<file path="config.mk">
export PLATFORM = sky130hd
export DESIGN_NAME = alert_pattern_sequencer_top
export DESIGN_NICKNAME = d
export VERILOG_FILES = /design/src/sv/aps_pkg.sv /design/src/sv/aps_step_mem.sv /design/src/sv/aps_ctrl.sv /design/src/sv/aps_out_buf.sv /design/src/sv/alert_pattern_sequencer_top.sv
export SDC_FILE = /design/constraint.sdc
export NUM_CORES = 1
export LEC_CHECK = 0
export ABC_CLOCK_PERIOD_IN_PS = 5300
export BUFFER_PORTS_ARGS = -buffer_cell sky130_fd_sc_hd__buf_4
export CAP_MARGIN = 5
export CORE_MARGIN = 1.5
export CORE_UTILIZATION = 60
export DETAILED_ROUTE_END_ITERATION = 8
export PLACE_DENSITY = 0.78
export REMOVE_ABC_BUFFERS = 1
export SLEW_MARGIN = 5
export SYNTH_ARGS = -nofsm -noshare
export SYNTH_HDL_FRONTEND = slang
export SYNTH_SLANG_ARGS = --single-unit
</file>
<file path="constraint.sdc">
create_clock -name aclk -period 5.3 [get_ports aclk]
set_input_delay 0.265 -clock aclk [delete_from_list [all_inputs] [get_ports aclk]]
set_output_delay 0.265 -clock aclk [all_outputs]
set_load 0.1 [all_outputs]
</file>
<file path="src/sv/aps_pkg.sv">
package aps_pkg;

    localparam logic [1:0] OP_TICK  = 2'd0;
    localparam logic [1:0] OP_PLAY  = 2'd1;
    localparam logic [1:0] OP_STOP  = 2'd2;
    localparam logic [1:0] OP_WRITE = 2'd3;

    localparam logic REG_STEP_COUNT = 1'b0;
    localparam logic REG_LOOP_COUNT = 1'b1;

    localparam int unsigned PADDR_W = 3;

    typedef struct packed {
        logic        status;
        logic        apply_valid;
        logic        apply_on;
        logic [31:0] apply_payload;
        logic [3:0]  applied_step;
    } result_t;

endpackage

</file>
<file path="src/sv/aps_step_mem.sv">
module aps_step_mem #(
    parameter int unsigned MAX_STEPS = 16,
    parameter int unsigned PW        = 32
) (
    input  logic                          aclk,
    input  logic                          we,
    input  logic [$clog2(MAX_STEPS)-1:0]  waddr,
    input  logic [15:0]                   wms,
    input  logic [PW-1:0]                 wpay,
    input  logic [$clog2(MAX_STEPS)-1:0]  raddr,
    output logic [15:0]                   rd_ms,
    output logic [PW-1:0]                 rd_pay,
    output logic [15:0]                   e0_ms,
    output logic [PW-1:0]                 e0_pay
);

    localparam int unsigned IDX_W = $clog2(MAX_STEPS);
    localparam int unsigned EW    = 16 + PW;

    logic [EW-1:0] mem_reg [MAX_STEPS];
    logic [EW-1:0] rd_reg;
    logic [EW-1:0] e0_reg;
    logic [EW-1:0] wentry;

    assign wentry = {wms, wpay};

    always_ff @(posedge aclk) begin
        if (we) begin
            mem_reg[waddr] <= wentry;
        end
        if (we && (waddr == raddr)) begin
            rd_reg <= wentry;
        end else begin
            rd_reg <= mem_reg[raddr];
        end
        if (we && (waddr == IDX_W'(0))) begin
            e0_reg <= wentry;
        end
    end

    assign rd_ms  = rd_reg[EW-1:PW];
    assign rd_pay = rd_reg[PW-1:0];
    assign e0_ms  = e0_reg[EW-1:PW];
    assign e0_pay = e0_reg[PW-1:0];

endmodule

</file>
<file path="src/sv/aps_ctrl.sv">
module aps_ctrl #(
    parameter int unsigned MAX_STEPS = 16,
    parameter int unsigned PW        = 32
) (
    input  logic                          aclk,
    input  logic                          aresetn,
    input  logic                          accept,
    input  logic [1:0]                    op,
    input  logic                          force_req,
    input  logic [3:0]                    step_addr,
    input  logic [15:0]                   step_ms,
    input  logic [31:0]                   step_payload,
    input  logic [4:0]                    step_count,
    input  logic [7:0]                    repeat_limit,
    input  logic [15:0]                   rd_ms,
    input  logic [PW-1:0]                 rd_pay,
    input  logic [15:0]                   e0_ms,
    input  logic [PW-1:0]                 e0_pay,
    output logic                          we,
    output logic [$clog2(MAX_STEPS)-1:0]  waddr,
    output logic [15:0]                   wms,
    output logic [PW-1:0]                 wpay,
    output logic [$clog2(MAX_STEPS)-1:0]  raddr,
    output aps_pkg::result_t              res
);

    localparam int unsigned IDX_W = $clog2(MAX_STEPS);
    localparam int unsigned CW    = $clog2(MAX_STEPS + 1);
    localparam int unsigned CMP_W = (CW > 5) ? CW : 5;
    localparam int unsigned AW    = (CW > 4) ? CW : 4;

    logic [IDX_W-1:0] step_index_reg, step_index_next;
    logic [7:0]       loop_index_reg, loop_index_next;
    logic             pattern_active_reg, pattern_active_next;
    logic             timer_running_reg, timer_running_next;
    logic [15:0]      ticks_left_reg, ticks_left_next;

    logic             adv;
    logic             adv_active;
    logic [IDX_W-1:0] adv_idx;
    logic [7:0]       adv_loop;
    logic [15:0]      adv_ms;
    logic [PW-1:0]    adv_pay;
    logic [CMP_W-1:0] eff;
    logic [CMP_W-1:0] sc_ext;
    logic [CMP_W-1:0] idx_inc;
    logic             addr_ok;

    assign sc_ext  = CMP_W'(step_count);
    assign addr_ok = AW'(step_addr) < AW'(MAX_STEPS);
    assign waddr   = IDX_W'(step_addr);
    assign wms     = step_ms;
    assign wpay    = PW'(step_payload);
    assign raddr   = step_index_next;
    assign idx_inc = CMP_W'(adv_idx) + CMP_W'(1);

    always_comb begin
        if (sc_ext == CMP_W'(0)) begin
            eff = CMP_W'(1);
        end else if (sc_ext > CMP_W'(MAX_STEPS)) begin
            eff = CMP_W'(MAX_STEPS);
        end else begin
            eff = sc_ext;
        end
    end

    always_comb begin
        step_index_next     = step_index_reg;
        loop_index_next     = loop_index_reg;
        pattern_active_next = pattern_active_reg;
        timer_running_next  = timer_running_reg;
        ticks_left_next     = ticks_left_reg;
        res                 = '0;
        we                  = 1'b0;
        adv                 = 1'b0;
        adv_active          = pattern_active_reg;
        adv_idx             = step_index_reg;
        adv_loop            = loop_index_reg;
        adv_ms              = rd_ms;
        adv_pay             = rd_pay;

        if (accept) begin
            unique case (op)
                aps_pkg::OP_TICK: begin
                    if (timer_running_reg) begin
                        if (ticks_left_reg <= 16'd1) begin
                            adv = 1'b1;
                        end else begin
                            ticks_left_next = ticks_left_reg - 16'd1;
                        end
                    end
                end
                aps_pkg::OP_PLAY: begin
                    if (pattern_active_reg && !force_req) begin
                        res.status = 1'b1;
                    end else begin
                        adv        = 1'b1;
                        adv_active = 1'b1;
                        adv_idx    = '0;
                        adv_loop   = '0;
                        adv_ms     = e0_ms;
                        adv_pay    = e0_pay;
                    end
                end
                aps_pkg::OP_STOP: begin
                    pattern_active_next = 1'b0;
                end
                aps_pkg::OP_WRITE: begin
                    we = addr_ok;
                end
                default: begin
                end
            endcase
        end

        if (adv) begin
            res.apply_valid = 1'b1;
            if (adv_active && ((repeat_limit == 8'd0) || (adv_loop < repeat_limit))) begin
                res.apply_on        = 1'b1;
                res.apply_payload   = 32'(adv_pay);
                res.applied_step    = 4'(adv_idx);
                ticks_left_next     = adv_ms;
                timer_running_next  = 1'b1;
                pattern_active_next = 1'b1;
                if (idx_inc >= eff) begin
                    step_index_next = '0;
                    loop_index_next = adv_loop + 8'd1;
                end else begin
                    step_index_next = IDX_W'(idx_inc);
                    loop_index_next = adv_loop;
                end
            end else begin
                pattern_active_next = 1'b0;
                timer_running_next  = 1'b0;
                ticks_left_next     = 16'd0;
                step_index_next     = adv_idx;
                loop_index_next     = adv_loop;
            end
        end
    end

    always_ff @(posedge aclk) begin
        if (!aresetn) begin
            step_index_reg     <= '0;
            loop_index_reg     <= '0;
            pattern_active_reg <= 1'b0;
            timer_running_reg  <= 1'b0;
            ticks_left_reg     <= '0;
        end else begin
            step_index_reg     <= step_index_next;
            loop_index_reg     <= loop_index_next;
            pattern_active_reg <= pattern_active_next;
            timer_running_reg  <= timer_running_next;
            ticks_left_reg     <= ticks_left_next;
        end
    end

`ifndef SYNTHESIS
    a_idle_timer_clear: assert property (@(posedge aclk) disable iff (!aresetn)
        !timer_running_reg |-> (ticks_left_reg == 16'd0))
        else $error("ticks pending with timer stopped");

    a_index_range: assert property (@(posedge aclk) disable iff (!aresetn)
        CW'(step_index_reg) < CW'(MAX_STEPS))
        else $error("step index beyond table");

    a_on_needs_valid: assert property (@(posedge aclk) disable iff (!aresetn)
        (accept && res.apply_on) |-> res.apply_valid)
        else $error("drive on without command");

    a_busy_no_drive: assert property (@(posedge aclk) disable iff (!aresetn)
        (accept && res.status) |=> ($stable(step_index_reg) && $stable(ticks_left_reg)))
        else $error("refused play changed state");
`endif

endmodule

</file>
<file path="src/sv/aps_out_buf.sv">
module aps_out_buf (
    input  logic             aclk,
    input  logic             aresetn,
    input  logic             push,
    input  aps_pkg::result_t din,
    output logic             full,
    output logic             m_valid,
    input  logic             m_ready,
    output aps_pkg::result_t dout
);

    aps_pkg::result_t buf_reg [2];
    logic             wr_ptr_reg, wr_ptr_next;
    logic             rd_ptr_reg, rd_ptr_next;
    logic [1:0]       cnt_reg, cnt_next;
    logic             pop;

    assign full    = (cnt_reg == 2'd2);
    assign m_valid = (cnt_reg != 2'd0);
    assign pop     = m_valid && m_ready;
    assign dout    = buf_reg[rd_ptr_reg];

    always_comb begin
        wr_ptr_next = push ? ~wr_ptr_reg : wr_ptr_reg;
        rd_ptr_next = pop ? ~rd_ptr_reg : rd_ptr_reg;
        cnt_next    = cnt_reg + (push ? 2'd1 : 2'd0) - (pop ? 2'd1 : 2'd0);
    end

    always_ff @(posedge aclk) begin
        if (push) begin
            buf_reg[wr_ptr_reg] <= din;
        end
    end

    always_ff @(posedge aclk) begin
        if (!aresetn) begin
            wr_ptr_reg <= 1'b0;
            rd_ptr_reg <= 1'b0;
            cnt_reg    <= 2'd0;
        end else begin
            wr_ptr_reg <= wr_ptr_next;
            rd_ptr_reg <= rd_ptr_next;
            cnt_reg    <= cnt_next;
        end
    end

endmodule

</file>
<file path="src/sv/alert_pattern_sequencer_top.sv">
// Alert pattern sequencer: plays a stored table of steps (duration in ticks plus drive
// payload) on one alert channel. Every input word (tick, play, stop or step write) yields
// exactly one result word. Words are taken at one per clock: the whole update goes
// straight from the accepted word into the sequencer state and a two-deep result
// buffer, so input stalls only when both result slots are held by the sink. The step
// table is a memory with one read port prefetching the current step plus a copy of step
// 0 for play; it needs no clearing after reset, and a step never written must not be
// played. The step count (offset 0x0) and the repeat limit (offset 0x4) are set over
// the APB port.
module alert_pattern_sequencer_top #(
    parameter int unsigned MAX_STEPS    = 16,
    parameter int unsigned PAYLOAD_BITS = 32
) (
    input  logic                          aclk,
    input  logic                          aresetn,
    input  logic                          psel,
    input  logic                          penable,
    input  logic                          pwrite,
    input  logic [aps_pkg::PADDR_W-1:0]   paddr,
    input  logic [31:0]                   pwdata,
    output logic [31:0]                   prdata,
    output logic                          pready,
    input  logic                          s_valid,
    output logic                          s_ready,
    input  logic [1:0]                    s_op,
    input  logic                          s_force_req,
    input  logic [3:0]                    s_step_addr,
    input  logic [15:0]                   s_step_ms,
    input  logic [31:0]                   s_step_payload,
    output logic                          m_valid,
    input  logic                          m_ready,
    output logic                          m_status,
    output logic                          m_apply_valid,
    output logic                          m_apply_on,
    output logic [31:0]                   m_apply_payload,
    output logic [3:0]                    m_applied_step
);

    localparam int unsigned IDX_W = $clog2(MAX_STEPS);
    localparam int unsigned PW    = (PAYLOAD_BITS < 32) ? PAYLOAD_BITS : 32;

    logic [4:0]       step_count_reg;
    logic [7:0]       repeat_limit_reg;
    logic             cfg_we;
    logic             accept;
    logic             full;
    logic             we;
    logic [IDX_W-1:0] waddr;
    logic [IDX_W-1:0] raddr;
    logic [15:0]      wms;
    logic [PW-1:0]    wpay;
    logic [15:0]      rd_ms;
    logic [PW-1:0]    rd_pay;
    logic [15:0]      e0_ms;
    logic [PW-1:0]    e0_pay;
    aps_pkg::result_t res;
    aps_pkg::result_t dout;

    assign pready  = 1'b1;
    assign cfg_we  = psel && penable && pwrite && pready;
    assign s_ready = !full;
    assign accept  = s_valid && s_ready;

    always_ff @(posedge aclk) begin
        if (!aresetn) begin
            step_count_reg   <= 5'd1;
            repeat_limit_reg <= 8'd0;
        end else if (cfg_we) begin
            unique case (paddr[2])
                aps_pkg::REG_STEP_COUNT: step_count_reg   <= pwdata[4:0];
                aps_pkg::REG_LOOP_COUNT: repeat_limit_reg <= pwdata[7:0];
                default: begin
                end
            endcase
        end
    end

    always_comb begin
        unique case (paddr[2])
            aps_pkg::REG_STEP_COUNT: prdata = {27'd0, step_count_reg};
            aps_pkg::REG_LOOP_COUNT: prdata = {24'd0, repeat_limit_reg};
            default:                 prdata = 32'd0;
        endcase
    end

    aps_step_mem #(
        .MAX_STEPS (MAX_STEPS),
        .PW        (PW)
    ) u_mem (
        .aclk   (aclk),
        .we     (we),
        .waddr  (waddr),
        .wms    (wms),
        .wpay   (wpay),
        .raddr  (raddr),
        .rd_ms  (rd_ms),
        .rd_pay (rd_pay),
        .e0_ms  (e0_ms),
        .e0_pay (e0_pay)
    );

    aps_ctrl #(
        .MAX_STEPS (MAX_STEPS),
        .PW        (PW)
    ) u_ctrl (
        .aclk         (aclk),
        .aresetn      (aresetn),
        .accept       (accept),
        .op           (s_op),
        .force_req    (s_force_req),
        .step_addr    (s_step_addr),
        .step_ms      (s_step_ms),
        .step_payload (s_step_payload),
        .step_count   (step_count_reg),
        .repeat_limit (repeat_limit_reg),
        .rd_ms        (rd_ms),
        .rd_pay       (rd_pay),
        .e0_ms        (e0_ms),
        .e0_pay       (e0_pay),
        .we           (we),
        .waddr        (waddr),
        .wms          (wms),
        .wpay         (wpay),
        .raddr        (raddr),
        .res          (res)
    );

    aps_out_buf u_out (
        .aclk    (aclk),
        .aresetn (aresetn),
        .push    (accept),
        .din     (res),
        .full    (full),
        .m_valid (m_valid),
        .m_ready (m_ready),
        .dout    (dout)
    );

    assign m_status        = dout.status;
    assign m_apply_valid   = dout.apply_valid;
    assign m_apply_on      = dout.apply_on;
    assign m_apply_payload = dout.apply_payload;
    assign m_applied_step  = dout.applied_step;

endmodule
</file>
---- Word level (Yosys, flattened, before mapping) ----
Memories as Yosys holds them, arrays and structs flattened. A register that Yosys moved wholly into a read port is not among the register bits.
Cells that the tools add are included.
cells by class
  add/subtract/negate cells ............... 5
  order comparisons ....................... 4
  bitwise gates (word level) .............. 3
  reduce and logical (&&, ||, !) cells .... 23
  equality and inequality tests ........... 5
  mux-type cells .......................... 53
operators by type and width
  kind                     number
  $mux W16                 9
  $mux W32                 3
  $pmux W32 S2             1
  $mux W8                  5
  $mux W38                 1
  $mux W37                 1
  $mux W1                  24
  $mux W4                  6
  $le A16 B1 Y1 const B    1
  $sub A16 B1 Y16 const B  1
  $mux W5                  2
  $reduce_bool A2 Y1       5
  $add A8 B1 Y8 const B    1
  $logic_not A8 Y1         1
  $lt A8 B8 Y1             1
  $logic_and A1 B1 Y1      7
  $eq A2 B2 Y1 const B     3
  $reduce_and A2 Y1        3
  $add A4 B1 Y5 const B    1
  $ge A5 B5 Y1             1
  $gt A5 B5 Y1 const B     1
  $logic_not A5 Y1         1
  $logic_not A4 Y1         1
  $reduce_and A4 Y1        1
  other kinds (9)          12
storage, ports and cells
  bits of input ports ..................... 97
  register bits after elaboration ......... 95
  memories kept ........................... 2
  bits in writable memories ............... 846
memories
  name           words  width  rd ports  clocked after Yosys merged registers in  write ports  line                source
  u_mem.mem_reg  16     48     1         1                                        1            aps_step_mem.sv:20  logic [EW-1:0] mem_reg [MAX_STEPS];
  u_out.buf_reg  2      39     1         1                                        1            aps_out_buf.sv:12   aps_pkg::result_t buf_reg [2];

---- Logic depth before layout (Yosys ltp) ----
Gate-level depths: netlist of run 1.
  word-level depth ........................ 10
  gate-level depth with buffers ........... 16

---- Hierarchy ----
A second synthesis of run 1 with hierarchy kept.
second synthesis, totals
  cell total of the unflattened synthesis .. 1929
  area, all modules ....................... 36024.6 um^2
by module, submodules not included
  module                       times used  area each (um^2)  cells an instance  sequential area each (um^2)
  aps_step_mem                 1           28813.9           1198               23142.2
  aps_ctrl                     1           3266.9            493                600.6
  aps_out_buf                  1           3104.2            144                2442.3
  alert_pattern_sequencer_top  1           839.6             94                 260.2

---- Least setup slack after synthesis of run 1 ----
Ideal clock, no wire load.
  path kind ............................... reg2reg
  start point ............................. reg u_out.cnt_reg[0]
  end point ............................... reg u_mem.e0_reg[0], enable pin
  setup time .............................. 0.513 ns
  slack ................................... -0.568 ns
  data arrival time ....................... 5.355 ns
  stages on the path, launching flop included .. 7
  required time ........................... 4.787 ns
  cells stage by stage .................... dfxtp_1 -> nand2b_1 -> clkbuf_1 -> nand2_1 -> nor3_1 -> nand2b_1 -> nor3_1
on the way
  cells in the longest elaborated chain, start to end .. 5
RTL lines
  item                      line                               source
  start: declaration        aps_out_buf.sv:15                  logic [1:0] cnt_reg, cnt_next;
  start signal: assignment  aps_out_buf.sv:43                  cnt_reg <= cnt_next;
  $eq A2 B2 Y1              aps_out_buf.sv:18                  assign full = (cnt_reg == 2'd2);
  $logic_not A1 Y1          alert_pattern_sequencer_top.sv:61  assign s_ready = !full;
  named net s_ready         alert_pattern_sequencer_top.sv:24  output logic s_ready,
  $logic_and A1 B1 Y1       alert_pattern_sequencer_top.sv:62  assign accept = s_valid && s_ready;
  $mux W1                   aps_ctrl.sv:82                     if (accept) begin
  $logic_and A1 B1 Y1       aps_step_mem.sv:36                 if (we && (waddr == IDX_W'(0))) begin
  end signal: assignment    aps_step_mem.sv:37                 e0_reg <= wentry;
  end: declaration          aps_step_mem.sv:22                 logic [EW-1:0] e0_reg;
The timed path passes the listed nets, and every way through them passes these cells.
A chain may end at the register's enable or synchronous reset.

==> results of run 1 <==
cells in the mapped netlist (4+ instances only):
cell and n:
nand4_1 6, ha_1 17, clkbuf_1 73, and3_1 8, o31ai_1 4, a21oi_1 51
edfxtp_1 846, mux4_2 191, a211oi_1 49, o22ai_1 55, nor3_1 53, mux2i_1 13
and2_1 12, nand3_1 7, or4_1 5, buf_2 4, o21a_1 4, nand2b_1 8
o21ai_0 31, nor2b_1 46, xor2_1 10, or3_1 8, nor2_1 37, a21o_1 4
xnor2_1 6, dfxtp_1 52, inv_1 17, nor4_1 7, buf_1 22, mux2_2 76
nand2_1 51, buf_4 25, o211ai_1 5
repair_timing:
item / 4_1_cts / 5_1_grt
hold endpoints to repair: 784 / 0
hold buffers: 58 / 0
gates resized for setup: 0 / 0
setup endpoints to repair: 0 / 0
stage by stage:
stage,util [%],total power [µW]
after CTS,70.2,16200
after global placement,64.3,10000
final,70.2,16100
after global routing,70.2,16600
after floorplan,-,9540
after detailed placement,64.3,10100
worst max path at each step:
stage,from,cells past startpoint,endpoint
after global placement,u_out.cnt_reg[0],11,register
after global routing,u_out.cnt_reg[0],11,u_out.buf_reg[1][24]
after CTS,u_out.cnt_reg[0],11,u_out.buf_reg[1][24]
after detailed placement,u_out.cnt_reg[0],11,u_out.buf_reg[0][27]
after floorplan,register,5,u_ctrl.ticks_left_reg[10]
final,u_out.cnt_reg[0],11,u_out.buf_reg[0][24]
layer usage:
metal,share of wire [%],up-vias,track usage (%)
met5,0.012,-,0
met4,2.5,2,9.52
met3,8.6,150,4.29
met2,51,1097,46.1
met1,38,9826,37.5
li1,-,7893,-
kinds of logic (layout without fill, tap and decap cells):
kind of cell / count (synthesis) / in the layout / synth area share, %
multiplexers: 280 / 280 / 14.9
adder cells (fa/ha/maj): 17 / 17 / 0.599
flip-flops: 898 / 898 / 74.5
AND/OR/NAND/NOR: 262 / 262 / 3.89
other: 2 / 29 / 0.0211
XOR/XNOR: 16 / 16 / 0.395
buffers and inverters: 144 / 394 / 1.81
AO/OA/AOI/OAI: 217 / 217 / 3.92
worst reg2reg max path: cells and delay by family, from the launching register on:
family	cells	cell delay [ps]
AOI/OAI and AO/OA	4	1180
adders and majority gates	1	290
and+or+nand+nor	4	1190
buffers and inverters	2	700
DFF	1	340
power by group through the flow:
stage / clock network, µW / registers [µW] / logic, µW
2_1_floorplan: 0 / 8150 / 1390
3_3_place_gp: 0 / 8190 / 1840
3_5_place_dp: 0 / 8200 / 1860
4_1_cts: 6240 / 8060 / 1910
5_1_grt: 6520 / 8070 / 1980
6_report: 6190 / 8060 / 1900
area by class of cell:
type / count / area [µm²] / share of cell area, %
Antenna cell: 4 / 10.0 / 0.0245
Clock buffer: 104 / 2330 / 5.70
Clock inverter: 55 / 529 / 1.30
Inverter: 20 / 80.1 / 0.196
Multi-Input combinational cell: 817 / 8640 / 21.2
Sequential cell: 898 / 26500 / 64.8
Tap cell: 765 / 957 / 2.35
Timing Repair Buffer: 215 / 1810 / 4.43
==> results.json, run 1 <==
{
  "outcome": "complete, no violations",
  "seq_power_share_pct": 49.9,
  "whs_endpoint": "u_out.rd_ptr_reg",
  "whs_ps": 61.5,
  "synth_edf_count": 846,
  "wl_per_cell_um": 28.4,
  "slowest_stage": "a31oi_1",
  "ir_drop_v": 0.000358,
  "clkPwrFrac_pct": 38.3,
  "core-area_um2": 58100,
  "cts_tree": "yes",
  "path_delay_family": "compound AO/OA/AOI/OAI gates",
  "antenna_found_initial": 4,
  "maxCapViolations": 0,
  "finalMaxSlewViolations": 0,
  "numPortBuffers": 119,
  "fmax_mhz": 256,
  "synthCells": 1836,
  "yosys_most_used_dff": "edfxtp_1",
  "grt_pass1_vias": 19468,
  "largest_reg_flops": 721,
  "cts_buffer_depth": 3,
  "clock_latency_ps": 640,
  "hold_viol": 0,
  "cp_common_cell": "buf_4",
  "min_period_ps": 3910,
  "ant_nets": 0,
  "async_reset_ff_share_pct": 0,
  "hold_depth": 4,
  "p_sw_share_pct": 25.7,
  "h-tree-depth": 3,
  "avgSynthCellArea_um2": 19.3,
  "drt_wl_total_um": 81700,
  "ys_types": 56,
  "pre_cts_ws_ps": 1560,
  "numCtsBuffers": 87,
  "worst-path-buf-inv": 2,
  "drc": 0,
  "r2r-end": "u_out.buf_reg[0][24]",
  "crit_arrival_ps": 4320,
  "fp.dieH_um": 246,
  "cp-start-kind": "register",
  "tightestPinTransition_ps": 1180,
  "synthTopCellsByArea": "edfxtp_1 72%, mux4_2 12%, dfxtp_1 2.9%",
  "final_area_um2": 40800,
  "fin_ws_ps": 1390,
  "crit_chain": "nand2b_1 -> nand4_1 -> buf_4 -> and2_1 -> ha_1 -> a21o_1 -> a221o_1 -> a31oi_1 -> o211ai_4 -> buf_4 -> nor3_1",
  "fp.dieArea_um2": 60700,
  "cts_setup_buffers": 0,
  "clockRootBuffer": "clkbuf_16",
  "finalSetupViolations": 0,
  "dp_hpwl_um": 39800,
  "slew_headroom_pct": 21.2,
  "num-nets-final": 2153,
  "fillers": 3440,
  "overflow": 0,
  "setup_tns_ps": 0,
  "p_switching_uw": 4150,
  "num_rows": 88,
  "powerDensity_nw_per_um2": 396,
  "ys_ff_latch": 898,
  "required_ps": 5710,
  "via_count": 18968,
  "min_period_over_period_pct": 73.7,
  "p_comb_share_pct": 11.8,
  "worst-r2r-cell-count": 11,
  "grtUsageTotal_pct": 27.6,
  "grt_pass1_wl_um": 121000,
  "critical_path.max_fanout": 34,
  "p_leak_uw": 0.0130,
  "netlist_area_um2": 35500,
  "die_w_um": 246,
  "layout_common_cells": "846 x edfxtp_1, 191 x mux4_2, 153 x buf_4, 91 x clkbuf_16, 76 x mux2_2",
  "yosysTopAreaCellShare_pct": 71.5,
  "path_class": "register to register",
  "place.gp.congestion": 0.821,
  "end_kind": "register",
  "place_inst": 2657,
  "layout_commonest_cell": "edfxtp_1",
  "clock_skew_ps": 15.7,
  "placed_area_um2": 37400,
  "ys_warn_count": 0,
  "slowest_delay_ps": 430,
  "first_iter_violations": 2408,
  "fin_cells": 2878,
  "grt_max_degree": 113,
  "p_int_uw": 12000,
  "hold_path_class": "input port to register",
  "clk_pin_slew_ps": 60,
  "drive_above_1_share_pct": 27.7,
  "rr_startpoint": "u_out.cnt_reg[0]",
  "min_from": "m_ready",
  "initial_core_util_pct": 61.1,
  "rsz0062_at_grt": "false",
  "ioPinCount": 171,
  "area.growth.synth_to_final_pct": 14.9,
  "reg2reg_slack_ps": 1390,
  "yosysSeqAreaShare_pct": 74.5,
  "routed_via_density": 6.59,
  "drt_pass1_iterations": 5,
  "cts.sinks": 898,
  "yosysTopAreaCell": "edfxtp_1"
}
Note: power is estimated with default switching activity, not from simulation.
==> inputs of run 2 (changes only) <==
- ABC_AREA: not set -> 1
- ABC_CLOCK_PERIOD_IN_PS: 5300 -> 3400
- CORE_UTILIZATION: 60 -> 55
- PLACE_DENSITY: 0.78 -> 0.75
- clock period: 5.3 -> 3.4 ns (I/O delays scaled with it)
==> results.json, run 2 <==
{
  "outcome": "complete, no violations",
  "ioPinCount": 171,
  "finalMaxSlewViolations": 0,
  "p_total_uw": 26000,
  "num_rows": 94,
  "synthCells": 2997,
  "min_from": "s_op[0]",
  "fmax_mhz": 320,
  "grtUsageTotal_pct": 26.6,
  "place_inst": 3857,
  "whs_endpoint": "u_ctrl.pattern_active_reg",
  "place.gp.congestion": 0.821,
  "cp_common_cell": "nand2_1",
  "whs_ps": 69.7,
  "numCtsBuffers": 88,
  "ir_drop_v": 0.000441,
  "critical_path.max_fanout": 10,
  "end_kind": "register",
  "area.growth.synth_to_final_pct": 15.3,
  "netlist_area_um2": 37000,
  "largest_reg_flops": 721,
  "reg2reg_slack_ps": 270,
  "setup_tns_ps": 0,
  "slowest_delay_ps": 450,
  "via_count": 24880,
  "clk_pin_slew_ps": 60,
  "drc": 0,
  "synth_most_common_cell": "edfxtp_1",
  "drt_wl_total_um": 93100,
  "crit_arrival_ps": 3690,
  "antenna_found_initial": 3,
  "grt_pass1_wl_um": 140000,
  "min_period_over_period_pct": 91.9,
  "avgSynthCellArea_um2": 12.3,
  "rr_startpoint": "u_out.cnt_reg[1]",
  "synth_edf_count": 846,
  "slowest_stage": "dfxtp_1",
  "crit_chain": "a21oi_4 -> nand2_4 -> nand2_1 -> nor2_1 -> nand2_1 -> xor2_1 -> inv_1 -> ha_1 -> nand3b_1 -> nand4_1 -> buf_4 -> nand2_1 -> nor3_1 -> nand4_1 -> nand2_1 -> nand2_1 -> nor2_1",
  "slew_headroom_pct": 39.4,
  "cts_buffer_depth": 3,
  "maxCapViolations": 0,
  "yosysTopAreaCell": "edfxtp_1",
  "yosys_most_used_dff": "edfxtp_1",
  "clock_skew_ps": 29.1,
  "grt_max_degree": 144,
  "layout_commonest_cell": "edfxtp_1",
  "path_depth": 17,
  "h-tree-depth": 3,
  "numPortBuffers": 119,
  "r2r-end": "u_ctrl.loop_index_reg[6]",
  "ys_types": 47,
  "num-nets-final": 3269,
  "cts_tree": "yes",
  "yosysTopAreaCellShare_pct": 68.7,
  "tightestPinTransition_ps": 909,
  "clockRootBuffer": "clkbuf_16",
  "required_ps": 3970,
  "worst-path-buf-inv": 2,
  "path_delay_family": "simple AND/OR/NAND/NOR gates",
  "p_leak_uw": 0.0153,
  "routed_via_density": 6.08,
  "fp.dieH_um": 262,
  "synthTopCellsByArea": "edfxtp_1 69%, nand2_1 8.0%, a21oi_1 4.8%",
  "path_class": "register to register",
  "yosysSeqAreaShare_pct": 71.5,
  "core-area_um2": 66100,
  "hold_path_class": "input port to register",
  "initial_core_util_pct": 55.9,
  "fp.dieArea_um2": 68800,
  "ys_warn_count": 0,
  "ys_ff_latch": 898,
  "drive_above_1_share_pct": 13.5,
  "ant_nets": 0,
  "hold_viol": 0,
  "overflow": 0,
  "cp-start-kind": "register",
  "finalSetupViolations": 0,
  "cp-startpoint": "u_out.cnt_reg[1]",
  "fillers": 4666,
  "cts.sinks": 898,
  "wl_per_cell_um": 22.8,
  "first_iter_violations": 2941,
  "dp_hpwl_um": 46800,
  "drt_pass1_iterations": 6,
  "grt_pass1_vias": 24483,
  "synth_common_cells": "846 x edfxtp_1, 784 x nand2_1, 357 x a21oi_1, 130 x nor2_1, 127 x nand3_1",
  "worst-r2r-cell-count": 17,
  "layout_common_cells": "846 x edfxtp_1, 784 x nand2_1, 357 x a21oi_1, 162 x buf_4, 127 x nand3_1",
  "clock_latency_ps": 660,
  "async_reset_ff_share_pct": 0,
  "fin_cells": 4092,
  "die_w_um": 262,
  "hold_depth": 5,
  "min_period_ps": 3130,
  "powerDensity_nw_per_um2": 609
}
[run 2: changes by cell type in the layout (fill, tap and decap cells not counted), sizes merged, moves of 37 or more]
cell,delta
nor2,+95
mux2,-37
nor2b,-46
mux4,-191
inv,+70
nand3,+120
a22oi,+48
nand2,+744
a211oi,-37
o22ai,-55
o311ai,+60
a21oi,+309
[run 2: through the flow]
step / area, µm² / worst slack (ps) / util [%]
after floorplan: 36100 / -13400 / -
after global placement: 39100 / 543 / 59.2
after detailed placement: 39100 / 265 / 59.2
after CTS: 42600 / 222 / 64.4
after global routing: 42600 / -35.7 / 64.5
final: 42600 / 274 / 64.5
[run 2: logic make-up after synthesis]
kind of cell | Yosys count | share of synthesized area (%)
xor+xnor | 11 | 0.261
flops | 898 | 71.5
mux | 39 | 1.19
compound gates | 616 | 10.3
other cells | 2 | 0.0203
fa+ha+maj | 17 | 0.575
buf+inv | 306 | 3.67
simple gates | 1108 | 12.4
[run 2: repair_timing]
item                                    CTS  global route
setup buffers                             0             4
resized for setup                         0             2
hold endpoints to repair                809             0
hold buffers                             68             0
endpoints found under the setup margin    0             1
[run 2: how the worst max path moves through the flow]
stage	end	slack (ps)
finish	u_ctrl.loop_index_reg[6]	270
global route	u_ctrl.loop_index_reg[6]	-40
CTS	u_ctrl.loop_index_reg[7]	220
global placement	u_out.buf_reg[0][28]	540
floorplan	u_out.buf_reg[0][11]	-13400
detailed placement	u_ctrl.loop_index_reg[7]	260
[run 2: final cells by class]
| class | count | area [µm²] | share of cell area [%] |
|---|---|---|---|
| clock inverters | 46 | 472 | 1.11 |
| flip-flops and latches | 898 | 26500 | 62.1 |
| clock buffers | 115 | 2330 | 5.47 |
| inverters | 90 | 357 | 0.836 |
| diodes | 2 | 5.00 | 0.0117 |
| well taps | 864 | 1080 | 2.54 |
| multi-input cells | 1816 | 9410 | 22.1 |
| repair buffers | 261 | 2520 | 5.90 |
[run 2: tightest hold or removal path, cell delays in order]
cell and delay (ps):
buf_4 90, inv_1 50, a21oi_1 120, o21ai_0 110
a21oi_2 130
[run 2: where the power goes]
part           internal [µW]  total [µW]  switching [µW]
Clock                   5340        9450            4110
Combinational           1090        4070            2980
Sequential             12300       12500             136
Total                  18800       26000            7220
[run 2: layer usage]
| layer | part of all wire, % | global-route usage [%] |
|---|---|---|
| met5 | 0.018 | 0 |
| met4 | 3.5 | 11.5 |
| met3 | 8.4 | 3.94 |
| met2 | 50 | 44.9 |
| met1 | 39 | 34.4 |
